### config.mk
export PLATFORM = sky130hd
export DESIGN_NAME = rtc_ctrl
export DESIGN_NICKNAME = d
export VERILOG_FILES = /design/src/sv/rtc_pkg.sv /design/src/sv/rtc_ctrl.sv
export SDC_FILE = /design/constraint.sdc
export NUM_CORES = 1
export LEC_CHECK = 0
export BUFFER_PORTS_ARGS = -buffer_cell sky130_fd_sc_hd__buf_4
export CORE_AREA = 3 3 55 57
export DETAILED_ROUTE_END_ITERATION = 8
export DIE_AREA = 0 0 58 60
export GPL_ROUTABILITY_DRIVEN = 1
export GPL_TIMING_DRIVEN = 0
export PLACE_DENSITY = 0.73
export SETUP_SLACK_MARGIN = 0.05
export SLEW_MARGIN = 15
export SYNTH_ARGS = -nofsm -noshare
export SYNTH_HDL_FRONTEND = slang
export SYNTH_SLANG_ARGS = --single-unit
### constraint.sdc
create_clock -name clk -period 2.7 [get_ports clk]
set_clock_uncertainty 0.05 [all_clocks]
set_input_delay 0.135 -clock clk [delete_from_list [all_inputs] [get_ports clk]]
set_output_delay 0.135 -clock clk [all_outputs]
set_load 0.01 [all_outputs]
### src/sv/rtc_pkg.sv
`timescale 1ns / 1ps
package rtc_pkg;
	localparam int FRAC_BITS = 16;
	localparam int MAX_TRIANGLES = 65536;
	localparam int POS_W = $clog2(MAX_TRIANGLES);
	localparam int CFG_IDX_W = 3;
	localparam int CFG_DATA_W = 32;
	localparam logic [CFG_IDX_W-1:0] REG_ORIGIN_X = 3'd0;
	localparam logic [CFG_IDX_W-1:0] REG_ORIGIN_Y = 3'd1;
	localparam logic [CFG_IDX_W-1:0] REG_ORIGIN_Z = 3'd2;
	localparam logic [CFG_IDX_W-1:0] REG_DIR_X = 3'd3;
	localparam logic [CFG_IDX_W-1:0] REG_DIR_Y = 3'd4;
	localparam logic [CFG_IDX_W-1:0] REG_DIR_Z = 3'd5;
	localparam logic [CFG_IDX_W-1:0] REG_EPSILON = 3'd6;
	localparam logic signed [31:0] SAT_MAX = 32'sh7FFFFFFF;
	localparam logic signed [31:0] SAT_MIN = -32'sh7FFFFFFF - 32'sd1;
	localparam logic signed [31:0] ONE_Q = 32'sd1 <<< FRAC_BITS;
	localparam int DIV_STEPS = 64;

	typedef struct packed {
		logic signed [31:0] a_x, a_y, a_z, b_x, b_y, b_z, c_x, c_y, c_z;
		logic last_triangle;
	} tri_t;

	typedef struct packed {
		logic hit_found;
		logic signed [31:0] hit_distance, hit_x, hit_y, hit_z;
		logic [15:0] hit_index;
	} hit_t;

	typedef enum logic [3:0] {
		OP_LOAD = 4'd0, OP_EDGE = 4'd1, OP_MUL = 4'd2, OP_CHECK = 4'd3,
		OP_DIVSTART = 4'd4, OP_DIVSTEP = 4'd5, OP_UPDATE = 4'd6, OP_POINT = 4'd7,
		OP_FINISH = 4'd8, OP_NONE = 4'd9
	} op_t;

	typedef struct packed {
		op_t op;
		logic [4:0] step;
	} cmd_t;

	typedef struct packed {
		logic reject;
		logic div_done;
		logic last;
	} sts_t;

	function automatic logic signed [31:0] sat32(input logic signed [65:0] x);
		if (x > 66'(SAT_MAX)) return SAT_MAX;
		if (x < 66'(SAT_MIN)) return SAT_MIN;
		return x[31:0];
	endfunction
endpackage

### src/sv/rtc_ctrl.sv
`timescale 1ns / 1ps
module rtc_ctrl import rtc_pkg::*; (
	input logic clk,
	input logic arst_n,
	input logic in_valid,
	output logic in_ready,
	output logic out_valid,
	input logic out_ready,
	input sts_t sts,
	output cmd_t cmd
);
	typedef enum logic [6:0] {
		S_IDLE = 7'b0000001, S_EDGE = 7'b0000010, S_MUL = 7'b0000100,
		S_DIV = 7'b0001000, S_UPD = 7'b0010000, S_FIN = 7'b0100000,
		S_CHK = 7'b1000000
	} state_t;
	state_t state_q;
	logic [4:0] step_q;
	logic div_start_q;
	logic pt_q;

	assign in_ready = (state_q == S_IDLE);

	always_comb begin
		cmd.op = OP_NONE;
		cmd.step = step_q;
		unique case (state_q)
			S_IDLE: cmd.op = (in_valid && in_ready) ? OP_LOAD : OP_NONE;
			S_EDGE: cmd.op = OP_EDGE;
			S_MUL: cmd.op = OP_MUL;
			S_CHK: cmd.op = OP_CHECK;
			S_DIV: cmd.op = div_start_q ? OP_DIVSTART : OP_DIVSTEP;
			S_UPD: cmd.op = OP_UPDATE;
			S_FIN: cmd.op = (sts.last && out_valid) ? OP_NONE : OP_FINISH;
			default: cmd.op = OP_NONE;
		endcase
	end

	always_ff @(posedge clk or negedge arst_n) begin
		if (!arst_n) begin
			state_q <= S_IDLE;
			step_q <= '0;
			out_valid <= 1'b0;
			div_start_q <= 1'b0;
			pt_q <= 1'b0;
		end else begin
			if (out_valid && out_ready) out_valid <= 1'b0;
			unique case (state_q)
				S_IDLE: if (in_valid && in_ready) state_q <= S_EDGE;
				S_EDGE: begin step_q <= '0; pt_q <= 1'b0; state_q <= S_MUL; end
				S_MUL: begin
					if (step_q == 5'd9) begin
						step_q <= 5'd0; state_q <= S_CHK;
					end else if (step_q == 5'd10 && sts.reject) begin
						state_q <= S_FIN;
					end else if (step_q == 5'd24 && !pt_q) begin
						step_q <= 5'd1; state_q <= S_CHK;
					end else begin
						step_q <= step_q + 5'd1;
						if (step_q == 5'd27) state_q <= S_FIN;
					end
				end
				S_CHK: begin
					if (step_q == 5'd0) begin
						step_q <= 5'd10; state_q <= S_MUL;
					end else begin
						state_q <= S_DIV; div_start_q <= 1'b1;
					end
				end
				S_DIV: begin
					div_start_q <= 1'b0;
					if (div_start_q && sts.reject) state_q <= S_FIN;
					else if (!div_start_q && sts.div_done) state_q <= S_UPD;
				end
				S_UPD: begin step_q <= 5'd24; pt_q <= 1'b1; state_q <= S_MUL; end
				S_FIN: begin
					if (!sts.last) state_q <= S_IDLE;
					else if (!out_valid) begin out_valid <= 1'b1; state_q <= S_IDLE; end
				end
				default: state_q <= S_IDLE;
			endcase
		end
	end
endmodule

==> flow_summary.json <==
{
  "placeableCoreArea_mm2": 0.00252,
  "clk_pin_slew_worst_paths_ns": 0.09,
  "yosys_warnings": 0,
  "ctsRootBufferMaster": "sky130_fd_sc_hd__clkbuf_4",
  "cts_max_path_buffers": 2,
  "dp_area_mm2": 0.00133,
  "run_status": "completed",
  "drtAntennaViolNets": 0,
  "worst_slack_ns": 0.192,
  "synth.largest_area_cell": "sky130_fd_sc_hd__dfrtp_1",
  "timing.critical_path.required_ns": 2.88,
  "grt_antenna_before_repair": 0,
  "floorplan.initialDensity": 0.462,
  "timing.final.max_slew_violations": 0,
  "worst_setup_ep_type": "flip-flop",
  "io_buffer_count": 17,
  "yosys_register_bits": 15,
  "post_cts.repair.setup_buffers": 0,
  "fmax_mhz": 399,
  "dp.final_hpwl_um": 2250,
  "clock_buffers_created_by_tritoncts": 3,
  "timing.hold.worst_endpoint": "state_q[4]",
  "overall_routing_resource_usage": 0.194,
  "inserted_diodes": 0,
  "synth_sequential_area_ratio": 0.323,
  "synth_nets": 146,
  "synth_top_area_frac": 0.300,
  "globalRoute.totalOverflow": 0,
  "relSlewSlack": 0.509,
  "min_from": "sts[1]",
  "worst-endpoint-arrival_ns": 2.69,
  "vias_per_cell": 6.06,
  "crit_fanout": 8,
  "die_area_mm2": 0.00348,
  "final_hold_viol_count": 0,
  "chipHeight_um": 60,
  "finalWirelength_um": 3000,
  "p_total_uw": 1050,
  "synthArstFlopShare": 1.00,
  "post-route-period-util": 0.929,
  "timing_worst_setup_path_type": "reg -> reg",
  "grt_first_pass_wirelength_um": 5220,
  "leakage_uw": 0.000575,
  "cts-htree-levels": 1,
  "layout_min_cycle_time_ns": 2.51,
  "ff2ff_path_depth": 6,
  "grt_start_max_net_pins": 16,
  "fillerInstances": 237,
  "wl_per_cell_um": 15.9,
  "pre_cts_slack_ns": 0.208,
  "tritoncts_clock_tree": "yes",
  "synth.distinct_cells": 47,
  "synth_cells": 135,
  "detailed_route_via_count": 1140,
  "worst-r2r-setup-slack_ns": 0.19,
  "critPathLaunchType": "flip-flop",
  "first_iter_violations": 38,
  "design_area_final_mm2": 0.00139,
  "syn_to_final_growth_pct": 18.8,
  "number_of_cells_on_the_worst_hold_path": 3,
  "syn-cell-area_mm2": 0.00117,
  "clock_insertion_delay_worst_skew_ns": 0.29,
  "powerDensity_mw_per_mm2": 760,
  "die-width_um": 58,
  "numClockSinks": 15,
  "finalWeightedCongestion": 0.903,
  "synth-main-ff-cell": "sky130_fd_sc_hd__dfrtp_1",
  "synth_top_cells_by_area": "sky130_fd_sc_hd__dfrtp_1 30%, sky130_fd_sc_hd__a21oi_1 4.3%, sky130_fd_sc_hd__ha_1 4.3%",
  "worst_hold_path_type": "in -> reg",
  "final.setup.tns_ns": 0,
  "route.detailed.drc": 0,
  "drt_first_pass_iters": 5,
  "grt_pass1_vias": 1158,
  "io_pins": 18,
  "layout_common_cells": "18 x sky130_fd_sc_hd__buf_4, 14 x sky130_fd_sc_hd__dfrtp_1, 10 x sky130_fd_sc_hd__a21oi_1",
  "r2r_start": "state_q[5]",
  "rsz0062_at_grt": "false",
  "timing.max_cap.violations": 0,
  "timing_worst_slew_pin_value_ns": 0.730,
  "finalSetupViolations": 0,
  "worst_r2r_endpoint": "state_q[0]",
  "syn_area_per_cell_um2": 8.64,
  "number_of_enable_flip_flop_cells_after_synthesis": 0,
  "ir_worst_vdd_mv": 0.593,
  "layout-drive-gt1-share": 0.247,
  "final_common_cell": "sky130_fd_sc_hd__buf_4",
  "fin_nets": 170,
  "placementRows": 18
}
[sequential cells by signal (all words and copies together) (netlist names)]
| signal | count |
|---|---|
| div_start_q | 1 |
| step_q | 5 |
| state_q | 7 |
| pt_q | 1 |
| out_valid | 1 |
[how the worst max path moves through the flow]
stage	to	slack [ns]	from	cells after the start
2_1_floorplan	state_q[0]	0.32	state_q[1]	7
3_3_place_gp	state_q[0]	0.25	state_q[5]	6
3_5_place_dp	state_q[0]	0.21	state_q[5]	6
4_1_cts	cmd[5]	0.11	state_q[4]	7
5_1_grt	cmd[5]	0.05	state_q[4]	7
6_report	state_q[0]	0.19	state_q[5]	6
[power by group]
group,internal [µW],switching [µW]
clock network,57.6,79.9
logic,279,312
registers,267,56.7
[critical path, stage by stage, from the launching register on]
cell,delay [ns]
sky130_fd_sc_hd__dfrtp_1,0.46
sky130_fd_sc_hd__or3_4,0.45
sky130_fd_sc_hd__or4_4,0.49
sky130_fd_sc_hd__buf_6,0.15
sky130_fd_sc_hd__or2_4,0.27
sky130_fd_sc_hd__o221ai_2,0.20
sky130_fd_sc_hd__mux2_2,0.36
[metal layers]
| layer | track usage | vias up | wire length (µm) |
|---|---|---|---|
| li1 | - | 553 | - |
| met1 | 0.242 | 547 | 1320 |
| met2 | 0.337 | 35 | 1480 |
| met3 | 0.0540 | 5 | 163 |
| met4 | 0.0364 | 0 | 39 |
| met5 | 0 | - | 0 |
[cells in the mapped netlist (all sizes together), types with 3 or more instances]
master and instances:
or2 3, o21ai 5, or2b 4, nand3b 3
o22ai 5, nand3 9, nand2b 5, nand2 8
nor2 9, a21oi 10, buf 4, o31ai 5
or4 3, dfrtp 14, inv 6, nor3 6
ha 4
[cells by family (layout without fill, tap and decap cells)]
group / count (synthesis) / after routing / share of synthesized area
xor+xnor: 2 / 2 / 0.0150
buf+inv: 12 / 35 / 0.0547
mux: 1 / 1 / 0.00966
simple gates: 63 / 63 / 0.318
flops: 15 / 15 / 0.323
fa+ha+maj: 4 / 4 / 0.0429
compound gates: 38 / 38 / 0.237
[metrics by stage]
stage          utilization  hold slack (ns)  instances
6_report             0.549           0.0371        188
4_1_cts              0.546           0.0277        188
5_1_grt              0.549           0.0361        188
3_3_place_gp         0.528          -0.0462        182
2_1_floorplan            -           -0.211        135
3_5_place_dp         0.528          -0.0443        182
[area by class of cell]
class	instances	area (µm²)	area share
Buffer	6	42.5	0.0307
Multi-Input combinational cell	108	732	0.528
Sequential cell	15	377	0.272
Clock buffer	4	26.3	0.0190
Timing Repair Buffer	19	148	0.107
Inverter	6	22.5	0.0163
Tap cell	30	37.5	0.0271
[repair_timing]
item / CTS / global route
resized for setup: 0 / 5
hold endpoints to repair: 16 / 0
hold buffers: 2 / 0
endpoints found under the setup margin: 0 / 1
(Power assumes the default switching activity.)
